===== config.mk =====
export PLATFORM = sky130hd
export DESIGN_NAME = sss_cell
export DESIGN_NICKNAME = d
export VERILOG_FILES = /design/src/rtl/sss_pkg.sv /design/src/rtl/sss_cell.sv
export SDC_FILE = /design/constraint.sdc
export NUM_CORES = 1
export LEC_CHECK = 0
export ABC_AREA = 1
export BUFFER_PORTS_ARGS = -buffer_cell sky130_fd_sc_hd__buf_4
export CORE_MARGIN = 1
export CORE_UTILIZATION = 40
export DETAILED_ROUTE_END_ITERATION = 12
export PLACE_DENSITY_LB_ADDON = 0.05
export SLEW_MARGIN = 20
export SYNTH_ARGS = -nofsm -noshare
export SYNTH_HDL_FRONTEND = slang
export SYNTH_SLANG_ARGS = --single-unit

===== constraint.sdc =====
create_clock -name clk -period 1 [get_ports clk]
set_input_delay 0.05 -clock clk [delete_from_list [all_inputs] [get_ports clk]]
set_output_delay 0.05 -clock clk [all_outputs]
set_load 0.01 [all_outputs]

===== src/rtl/sss_pkg.sv =====
package sss_pkg;

  // fixed field widths
  localparam int FIELD_W  = 40;
  localparam int SYM_W    = 6;
  localparam int SYM_SPAN = 64;
  localparam int LEN_W    = FIELD_W + 1;

  // candidate length of an empty entry
  localparam logic signed [LEN_W-1:0] LEN_NONE = '1;
  // run minimum after a boundary
  localparam logic [FIELD_W-1:0] RUN_MIN_MAX = '1;

  // per-pass control handed to the head cell
  typedef struct packed {
    logic             end_pass;
    logic             gt_bound;
    logic [SYM_W-1:0] prev_sym;
    logic [SYM_W-1:0] cur_sym;
  } pass_ctl_t;

endpackage


===== src/rtl/sss_cell.sv =====
module sss_cell import sss_pkg::*; #(
  parameter int PW = 40
) (
  input  logic                    clk,
  input  logic                    rst,
  input  logic                    shift,
  input  logic signed [LEN_W-1:0] len_in,
  input  logic [PW-1:0]           pos_in,
  input  logic                    act_in,
  output logic signed [LEN_W-1:0] len,
  output logic [PW-1:0]           pos,
  output logic                    act
);

  // one candidate record, moved one place along the ring per scan step
  always_ff @(posedge clk) begin
    if (rst) begin
      len <= LEN_NONE;
      pos <= '0;
      act <= 1'b0;
    end else if (shift) begin
      len <= len_in;
      pos <= pos_in;
      act <= act_in;
    end
  end

endmodule


==> metrics.txt <==
synthesized instance count=438; Final Slew Violations=0; post-layout worst setup margin=0.119 ns; CP Launch Type=flip-flop; GRT Total Usage=0.220; routability congestion estimate=0.781; fin crit share=0.881; Leak Pwr=2.81 nW; Slew @ Worst Pin=0.308 ns; setup slack at placement=0.167 ns; Distinct cells, synth=10; CP endpoint kind=primary output; global-route wire length before repair=14.6 mm; commonest non-fill, non-tap cells in the layout=169 x buf_4, 164 x nand2_1, 82 x nor2_1, 82 x dfxtp_1, 69 x dlygate4sd3_1; Worst Hold Class=input pin to flip-flop; Congestion Overflow GR=0; CP delay by family, top=flip-flops; Filler Cells Inserted=640; vias in the first global route=3,269; #FFs+latches synth=82; CTS resizes=0; postcts setup bufs=0; CP startpoint=len[21]; Worst-path clk slew=0.09 ns; Slew headroom=0.795; status=finished clean; Clock Path Buffers=2; DP HPWL=5.17 mm; Cell Area, Synth=3120 sq um; Syn. warnings=0; top-area cell type share of the netlist area=0.526; via/cell ratio=4.27; Fin. Hold Viols=0; RSZ-0062 raised after global routing=false; htree depth=3; Final min period=0.881 ns; fmax=1.14 GHz; max cap viols=0; Die Height=90.3 um; TritonRoute pass-1 iters=4; port bufs=166; worst reg2reg startpoint=len[2]; CP Depth=1; Post-Syn Area per Cell=7.12 sq um; Syn-to-layout area delta=69.9%; layout cells sized above 1=0.284; commonest non-fill, non-tap cell in the layout=buf_4; setup TNS=0 ns; final WL=8.73 mm; Layout Skew=0 ns; flop2flop setup slack=0.42 ns; largest net degree at the start of global routing=81; # nets final=750; Clock Tree Root=clkbuf_8; drc violations=0; standard-cell row count=31; CP Data Arrival Time=0.83 ns; part of the Yosys area used for sequential elements=0.526; Crit path buffers/inverters=1; crit path capture=len[21]; Core ar.=7410 sq um; quantity of hold-fixing buffers added after cts=69; cts bufs inserted=9; Power Dens Cells=1420 nW/um^2; Final ANT Viol Nets=0; initial antenna violation count=0; HP Start=pos_in[29]; slowest CP cell=dfxtp_1; Worst EP required=0.95 ns; Die W=90.3 um; R2R depth=2; Die ar.=8150 sq um; routed length per instance=11.4 um; post-synth net total=523; Worst-Skew Late Latency=0.34 ns; final setup violation count=0; area leader, netlist=dfxtp_1; synth top area cells=dfxtp_1 53%, nand2_1 20%, nor2_1 9.9%; maximum fanout along the worst path=2; Initial DRC Count=88; dpl cell area=4400 sq um; CTS tree=done; cell area after layout=5300 sq um; FF-to-FF End=len[2]; peak supply drop=0.727 mV; Vias=3,282; ant diodes=0; IO Count=167; Crit Path Category=flip-flop to primary output; Initial Util=0.421; clock sink count=82; Worst path max stage delay=0.36 ns; crit-path cells=buf_4
[metrics by stage]
step                      std cells  hold WS, ns  power, mW  utilization
after CTS                       769    0.0000974       7.60        0.715
after global placement          684        0.260       4.94        0.594
after floorplan                 438        0.172       4.28            -
after detailed placement        684        0.264       4.96        0.594
after global routing            769       0.0149       7.93        0.715
final                           769       0.0107       7.53        0.715
[cell usage after synthesis, drive strengths merged]
library cell and instances:
nand2 164, nor2 82, dfxtp 82, buf 22, nand3 41, inv 43, clkbuf 4
[worst min path at each step]
stage | endpoint | depth (start not counted) | slack [ns]
finish | pos[29] | 5 | 0.01
CTS | pos[26] | 5 | 0.0001
global route | pos[5] | 5 | 0.01
floorplan | len[38] | 2 | 0.17
detailed placement | len[37] | 3 | 0.26
global placement | len[35] | 3 | 0.26
[registers in the layout (all words and copies together), names as in the netlist]
register / flops
act: 1
len: 41
pos: 40
[power breakdown]
part | total (mW) | switching, mW | internal [mW] | leakage (nW)
Sequential | 3.61 | 0.119 | 3.50 | 0.683
Clock | 2.42 | 1.20 | 1.22 | 0.0945
Combinational | 1.50 | 0.647 | 0.853 | 2.04
Total | 7.53 | 1.96 | 5.57 | 2.81
[kinds of logic after synthesis]
| logic type | Yosys count | synth area share |
|---|---|---|
| buf+inv | 69 | 0.112 |
| simple gates | 287 | 0.362 |
| flops | 82 | 0.526 |
[layout make-up]
| type | instances | area, sq um | area share |
|---|---|---|---|
| flip-flops and latches | 82 | 1640 | 0.310 |
| inverters | 43 | 161 | 0.0305 |
| clock inverters | 6 | 66.3 | 0.0125 |
| multi-input cells | 287 | 1130 | 0.213 |
| repair buffers | 242 | 2040 | 0.385 |
| clock buffers | 10 | 138 | 0.0260 |
| well taps | 99 | 124 | 0.0234 |
[per-layer routing]
layer,vias to the layer above,track usage,part of all wire
met5,-,0,0
met4,0,0.0954,0.025
met3,18,0.0598,0.070
met2,109,0.386,0.49
met1,1410,0.250,0.42
li1,1745,-,-
Note: power is estimated with default switching activity, not from simulation.
