**config.mk**
```make
export PLATFORM = sky130hd
export DESIGN_NAME = sss_head
export DESIGN_NICKNAME = d
export VERILOG_FILES = /design/src/rtl/sss_pkg.sv /design/src/rtl/sss_head.sv
export SDC_FILE = /design/constraint.sdc
export NUM_CORES = 1
export LEC_CHECK = 0
export BUFFER_PORTS_ARGS = -buffer_cell sky130_fd_sc_hd__buf_2
export CAP_MARGIN = 20
export CORE_AREA = 2 2 136 138
export DETAILED_ROUTE_END_ITERATION = 8
export DIE_AREA = 0 0 138 140
export GPL_ROUTABILITY_DRIVEN = 0
export SETUP_SLACK_MARGIN = 0.15
export SLEW_MARGIN = 30
export SYNTH_ARGS = -nofsm -noshare
export SYNTH_HDL_FRONTEND = slang
export SYNTH_SLANG_ARGS = --single-unit
```
**constraint.sdc**
```tcl
create_clock -name vclk -period 3.9
set_clock_uncertainty 0.2 [all_clocks]
set_input_delay 0.78 -clock vclk [all_inputs]
set_output_delay 0.78 -clock vclk [all_outputs]
set_load 0.1 [all_outputs]
```
**src/rtl/sss_pkg.sv**
```systemverilog
package sss_pkg;

  // fixed field widths
  localparam int FIELD_W  = 40;
  localparam int SYM_W    = 6;
  localparam int SYM_SPAN = 64;
  localparam int LEN_W    = FIELD_W + 1;

  // candidate length of an empty entry
  localparam logic signed [LEN_W-1:0] LEN_NONE = '1;
  // run minimum after a boundary
  localparam logic [FIELD_W-1:0] RUN_MIN_MAX = '1;

  // per-pass control handed to the head cell
  typedef struct packed {
    logic             end_pass;
    logic             gt_bound;
    logic [SYM_W-1:0] prev_sym;
    logic [SYM_W-1:0] cur_sym;
  } pass_ctl_t;

endpackage

```
**src/rtl/sss_head.sv**
```systemverilog
module sss_head import sss_pkg::*; #(
  parameter int PW    = 40,
  parameter int IDX_W = 6
) (
  input  pass_ctl_t               ctl,
  input  logic [IDX_W-1:0]        idx,
  input  logic signed [LEN_W-1:0] bound,
  input  logic signed [LEN_W-1:0] lcp_len,
  input  logic [PW-1:0]           pos_prev,
  input  logic [PW-1:0]           pos_cur,
  input  logic signed [LEN_W-1:0] len_in,
  input  logic [PW-1:0]           pos_in,
  input  logic                    act_in,
  output logic signed [LEN_W-1:0] len_out,
  output logic [PW-1:0]           pos_out,
  output logic                    act_out,
  output logic                    emit
);

  logic [SYM_W-1:0] sym;
  logic             retired;
  logic             hit_prev;
  logic             hit_cur;
  logic             grows;

  assign sym      = SYM_W'(idx);
  // symbol zero is never retired
  assign retired  = (idx != '0) && (bound < len_in);
  assign emit     = retired && act_in;
  assign hit_prev = (sym == ctl.prev_sym);
  assign hit_cur  = (sym == ctl.cur_sym);
  // install test against the length left after retiring
  assign grows    = retired ? ctl.gt_bound : (lcp_len > len_in);

  // on an end pass clear the record; else retire, then install for the two boundary symbols
  always_comb begin
    len_out = len_in;
    pos_out = pos_in;
    act_out = act_in;
    if (ctl.end_pass) begin
      len_out = LEN_NONE;
      pos_out = '0;
      act_out = 1'b0;
    end else begin
      if (retired) begin
        len_out = bound;
        pos_out = '0;
        act_out = 1'b0;
      end
      if ((hit_prev || hit_cur) && grows) begin
        len_out = lcp_len;
        pos_out = hit_prev ? pos_prev : pos_cur;
        act_out = 1'b1;
      end
    end
  end

endmodule

```
==> results of run 1 <==
[synthesized netlist by cell type]
cell	instances	area share, %
mux2i_1	121	25
a211oi_1	87	14
ha_1	81	21
nand2_1	62	4.9
nor2_1	50	3.9
inv_1	47	3.7
or2_2	40	5.2
clkbuf_1	39	3.1
a21oi_1	32	3.4
nand4_1	16	2.1
o21ai_0	13	1.4
buf_6	8	1.9
nor3_1	7	0.73
a21o_1	6	0.94
nand3_1	6	0.63
xnor2_1	6	1.1
xor2_1	6	1.1
a31oi_1	4	0.52
nor4_1	4	0.52
nand2b_1	3	0.39
a22oi_1	2	0.31
nor2b_1	2	0.26
o21a_1	2	0.31
a21oi_2	1	0.18
a221o_1	1	0.21
a221oi_4	1	0.55
a2bb2oi_1	1	0.18
a311o_1	1	0.21
a41oi_1	1	0.18
and2_1	1	0.13
and3_1	1	0.13
buf_2	1	0.10
buf_4	1	0.16
nor4_2	1	0.26
o2111a_1	1	0.24
o211ai_1	1	0.16
o21ai_1	1	0.10
o221ai_1	1	0.18
o41ai_1	1	0.18
or3_1	1	0.13
[metal layers]
layer / part of all wire [%] / global-route usage, % / vias to the layer above
met1: 39 / 29.4 / 3318
met2: 52 / 46.1 / 275
met5: 0.050 / 0 / -
met3: 5.6 / 3.32 / 60
li1: - / - / 3442
met4: 3.4 / 7.36 / 2
[path summary, 6_finish.rpt]
path / startpoint / end / slack, ns
setup / recovery: bound[1] / pos_out[7] / -0.71
hold / removal: pos_in[33] / pos_out[33] / 1.76
[layout make-up]
cell class / count / area, um^2
Inverter: 47 / 206
Antenna cell: 8 / 20.0
Timing Repair Buffer: 537 / 5010
Multi-Input combinational cell: 565 / 5710
Tap cell: 229 / 287
Fill cell: 1489 / 6540
[critical path: cells and delay by family]
kind / cells / cell delay, ns
AO/OA/AOI/OAI: 6 / 1.31
adder cells (fa/ha/maj): 1 / 0.29
multiplexers: 1 / 0.20
buffers and inverters: 6 / 0.99
AND/OR/NAND/NOR: 1 / 0.05
[cells by family after synthesis]
group | after synthesis | share of synthesized area, %
and+or+nand+nor | 194 | 19.4
AOI/OAI and AO/OA | 157 | 22.9
muxes | 121 | 25.4
buffers and inverters | 96 | 8.92
adders and majority gates | 81 | 21.2
xor gates and xnor gates | 12 | 2.20
[where the power goes]
group          internal, mW  switching [mW]
Sequential                0               0
Combinational          1.01            1.34
Clock           0.000000275               0
[what timing repair did]
action	4_1_cts	5_1_grt
endpoints found under the hold margin	0	0
gates resized for setup	56	33
setup buffers	15	13
cloned	5	3
endpoints found under the setup margin	83	83
pin swaps	19	6
[through the flow]
stage,std cells,area (um^2),utilization [%]
final,1386,11200,63.2
after global routing,1384,11200,63.2
after CTS,1362,10900,61.3
after detailed placement,1342,10300,58.2
after global placement,1342,10300,58.2
after floorplan,661,6020,-
==> results.yml, run 1 <==
routing:
  wirelength_mm: 26.0
  wl_per_cell_um: 18.8
  via_count: 7097
  initialDrtViolationCount: 297
  drt_first_pass_iters: 4
  drc_errors: 0
  antenna_nets_post_route: 0
  post_drt_via_cell_ratio: 5.12
die:
  die_w_um: 138
  dieHeight_um: 140
  area_of_the_core_region_um2: 17800
  floorplan_die_area_um2: 19300
  floorplan.rows: 49
  initial_core_util_pct: 26.8
  pin_count: 347
setup_path:
  crit_path_max_incr_delay_ns: 0.52
  timing.setup.critical_path_class: "input port to primary output"
  critical_path_arrival_ns: 3.63
  crit_path_end_kind: "primary output"
  critical_path.cell_chain: "buf_2 -> ha_1 -> nand2_2 -> o21ai_2 -> a41oi_2 -> buf_4 -> o41ai_2 -> buf_4 -> a21oi_4 -> a21o_4 -> a221o_4 -> buf_12 -> buf_16 -> mux2i_4 -> buf_12"
  worst-endpoint-required_ns: 2.92
  worst_path_fanout_max: 8
  cpMaxStageDelayCell: "a221o_4"
  worstSetupStartpointType: "input port"
place:
  place.port_buffers: 347
  placed_wire_length_estimate_after_detailed_placement_mm: 20.5
  worst_setup_timing_slack_at_the_placement_stage_ns: -0.758
global_routing:
  globalRoute.totalOverflow: 0
  grt_start_max_net_pins: 50
  global_router_s_overall_resource_usage_pct: 24.7
  first_pass_grt_wire_length_mm: 38.9
  via_count_of_the_first_global_routing_pass: 7260
  grt_antenna_before_repair: 9
sta:
  final-setup-viol-count: 83
  tns_ns: -52.96
  final_min_period_over_clock_period_pct: 118
  timing.fmax_ghz: 0.217
  worst_slack_ns: -0.708
  timing_hold_violations_final: 0
  max_slew_margin_pct: 68.1
  whs_ns: 1.76
  setup_repair_after_global_routing_missed_its_margin: "yes"
  max_slew.worst_pin.slew_ns: 0.479
  report.final.slew_viol_count: 0
  final_period_minus_worst_setup_slack_ns: 4.61
clock_tree:
  postCtsHoldBufs: 0
run_status:
  outcome: "complete, but fails checks"
  violations_in_the_final_reports: "negative setup slack"
pwr:
  pwr_dens_nw_per_um2: 210
  power.static_leakage_nw: 5.00
  vdd.ir_drop.worst_v: 0.000182
  p_total_mw: 2.35
yosys:
  syn-mean-instance-area_um2: 7.22
  synth_seq_area_share_pct: 0
  yosysUniqueCellTypes: 40
  synthCells: 661
  yosys_warnings: 0
  mappedNetlistArea_um2: 4770
  synth_nets: 1006
finish:
  nClkBuffers: 0
  area_growth_pct: 136
  drive_gt1_share_pct: 62.7
  final_cell_mix: "252 x buf_2, 144 x buf_4, 104 x buf_12, 84 x a211oi_1, 81 x mux2i_4"
  numSequentialCells: 0
  sequential_cell_area_um2: 0
  nNetsFinal: 1496
  layout_commonest_cell: "buf_2"
flow_run:
  max_cap_violations: 0
worst_hold_path:
  min_delay_path_depth: 4
  hold_class: "input port to primary output"
(Power assumes the default switching activity.)
==> inputs of run 2 (changes only) <==
--- a/config.mk
+++ b/config.mk
@@ -11,6 +11,7 @@
 export DETAILED_ROUTE_END_ITERATION = 8
 export DIE_AREA = 0 0 138 140
 export GPL_ROUTABILITY_DRIVEN = 0
+export REMOVE_ABC_BUFFERS = 1
 export SETUP_SLACK_MARGIN = 0.15
 export SLEW_MARGIN = 30
 export SYNTH_ARGS = -nofsm -noshare
==> run 2 against run 1 <==
Against the previous run:
- worst setup slack better by 0.014 ns
- the flow still finishes with violations (negative setup slack)
- die area did not move
- critical path depth shrank 1
- final cell count shrank 4.7%
- flip-flop and latch count stayed put
- hold slack improved by 0.015 ns
- fmax is 0.31% higher
- utilization down 4.0 points
- combinational power fell by 6%
- first-iteration DRC count is 7.4% lower
- global-route usage is 0.14 points lower
- wire length decreased by 1.4%
==> results.yml, run 2 (same netlist as run 1, synthesis figures left out) <==
run_status:
  outcome: "complete, but fails checks"
  violations_in_the_final_reports: "negative setup slack"
global_routing:
  grt_antenna_before_repair: 7
  globalRoute.totalOverflow: 0
  grt_start_max_net_pins: 57
  first_pass_grt_wire_length_mm: 38.6
  via_count_of_the_first_global_routing_pass: 7008
  global_router_s_overall_resource_usage_pct: 24.6
finish:
  numSequentialCells: 0
  final_cell_mix: "251 x buf_2, 101 x buf_4, 94 x buf_12, 80 x a211oi_1, 77 x mux2i_4"
  finalNonFillerCells: 1321
  area_growth_pct: 120
  nClkBuffers: 0
  layout_commonest_cell: "buf_2"
  nNetsFinal: 1433
  fin_util_pct: 59.2
  drive_gt1_share_pct: 59.6
  sequential_cell_area_um2: 0
pwr:
  power.combinational.fraction_pct: 100.0
  share_clk_of_total_power_pct: 0
  vdd.ir_drop.worst_v: 0.000182
  switching_power_mw: 1.31
  power_report.internal_total_uw: 895
  power.static_leakage_nw: 4.62
  power.share.sequential_pct: 0
  pwr_dens_nw_per_um2: 210
  netSwitchingFraction_pct: 59.5
sta:
  final-setup-viol-count: 83
  max_slew.worst_pin.slew_ns: 0.695
  report.final.slew_viol_count: 0
  timing_hold_violations_final: 0
  timing.fmax_ghz: 0.218
  setup_repair_after_global_routing_missed_its_margin: "yes"
  final_period_minus_worst_setup_slack_ns: 4.59
  worst_slack_ns: -0.693
  max_slew_margin_pct: 53.7
  final_min_period_over_clock_period_pct: 118
die:
  floorplan_die_area_um2: 19300
  initial_core_util_pct: 26.8
  die_w_um: 138
  floorplan.rows: 49
  pin_count: 347
  area_of_the_core_region_um2: 17800
  dieHeight_um: 140
setup_path:
  cpMaxStageDelayCell: "or3_4"
  buffers_inverters_on_critical_path: 6
  critical_path.cell_chain: "buf_6 -> inv_2 -> ha_4 -> nand4_1 -> or3_4 -> nor4_4 -> a21oi_4 -> a21o_1 -> a221oi_4 -> buf_6 -> buf_12 -> buf_16 -> mux2i_4 -> buf_12"
  worstSetupStartpointType: "input port"
  crit_family: "simple AND/OR/NAND/NOR gates"
  critical_path_arrival_ns: 3.61
  crit_path_end_kind: "primary output"
  worst_path_fanout_max: 6
  worst-endpoint-required_ns: 2.92
  crit_path_max_incr_delay_ns: 0.39
  timing.setup.critical_path_class: "input port to primary output"
routing:
  antenna_nets_post_route: 0
  drc_errors: 0
  wl_per_cell_um: 19.4
  via_count: 6867
  wirelength_mm: 25.7
  post_drt_via_cell_ratio: 5.20
  drt_first_pass_iters: 4
  initialDrtViolationCount: 275
place:
  place.port_buffers: 347
  dpl.cell_count: 1296
  placed_wire_length_estimate_after_detailed_placement_mm: 19.5
worst_hold_path:
  hold_class: "input port to primary output"
flow_run:
  max_cap_violations: 0
clock_tree:
  postCtsHoldBufs: 0
==> run 2: changes by cell type in the layout (fill, tap and decap cells not counted), moves of 4 or more <==
| cell | before | now |
|---|---|---|
| a211oi_1 | 84 | 80 |
| buf_6 | 25 | 17 |
| buf_4 | 144 | 101 |
| nand2_1 | 55 | 61 |
| a211oi_2 | 2 | 6 |
| buf_12 | 104 | 94 |
| inv_4 | 5 | 1 |
| a21oi_1 | 27 | 31 |
| mux2i_4 | 81 | 77 |
| a21oi_2 | 4 | 0 |
| inv_1 | 32 | 36 |
==> run 2: stage by stage <==
step	total power [mW]	cell area (um^2)	TNS [ns]	worst slack [ns]	hold WS, ns
CTS	2.13	9960	-48.49	-0.649	1.77
global route	2.31	10500	-56.03	-0.782	1.78
global placement	1.91	8710	-68.92	-1.10	1.78
detailed placement	1.93	8710	-70.87	-1.10	1.78
finish	2.21	10500	-49.93	-0.693	1.77
floorplan	1.09	4520	-457.34	-5.81	1.70
==> run 2: path summary, 6_finish.rpt <==
path | endpoint | slack (ns) | depth (start not counted) | from
worst max-delay path | len_out[40] | -0.69 | 14 | len_in[39]
worst min-delay path | emit | 1.77 | 3 | act_in
==> run 2: per-layer routing <==
metal  GRT usage [%]  vias to the layer above  wire length (um)
met1            30.2                     3212             10000
met5               0                        -                 0
met4            5.10                        0               762
met2            45.8                      309             13300
li1                -                     3302                 -
met3            3.21                       44              1600
==> run 2: worst min-delay path: stages <==
cell	delay, ns
buf_2	0.12
and2_4	0.14
buf_12	0.16
==> run 2: power groups by stage <==
| stage | sequential [mW] | clock (mW) | combinational (mW) |
|---|---|---|---|
| floorplan | 0 | 0 | 1.09 |
| global placement | 0 | 0 | 1.91 |
| detailed placement | 0 | 0 | 1.93 |
| CTS | 0 | 0 | 2.13 |
| global route | 0 | 0.000000206 | 2.31 |
| finish | 0 | 0.000000206 | 2.21 |
==> run 2: layout make-up <==
| type | instances | area [um^2] |
|---|---|---|
| diodes | 6 | 15.0 |
| multi-input cells | 565 | 5680 |
| repair buffers | 474 | 4360 |
| fillers | 1464 | 7260 |
| inverters | 47 | 179 |
| well taps | 229 | 287 |
==> run 2: what timing repair did <==
action	in CTS	in global routing
setup buffers	8	3
resized for setup	177	73
pin swaps	19	14
endpoints found under the hold margin	0	0
setup endpoints to repair	83	83
gates cloned	5	3
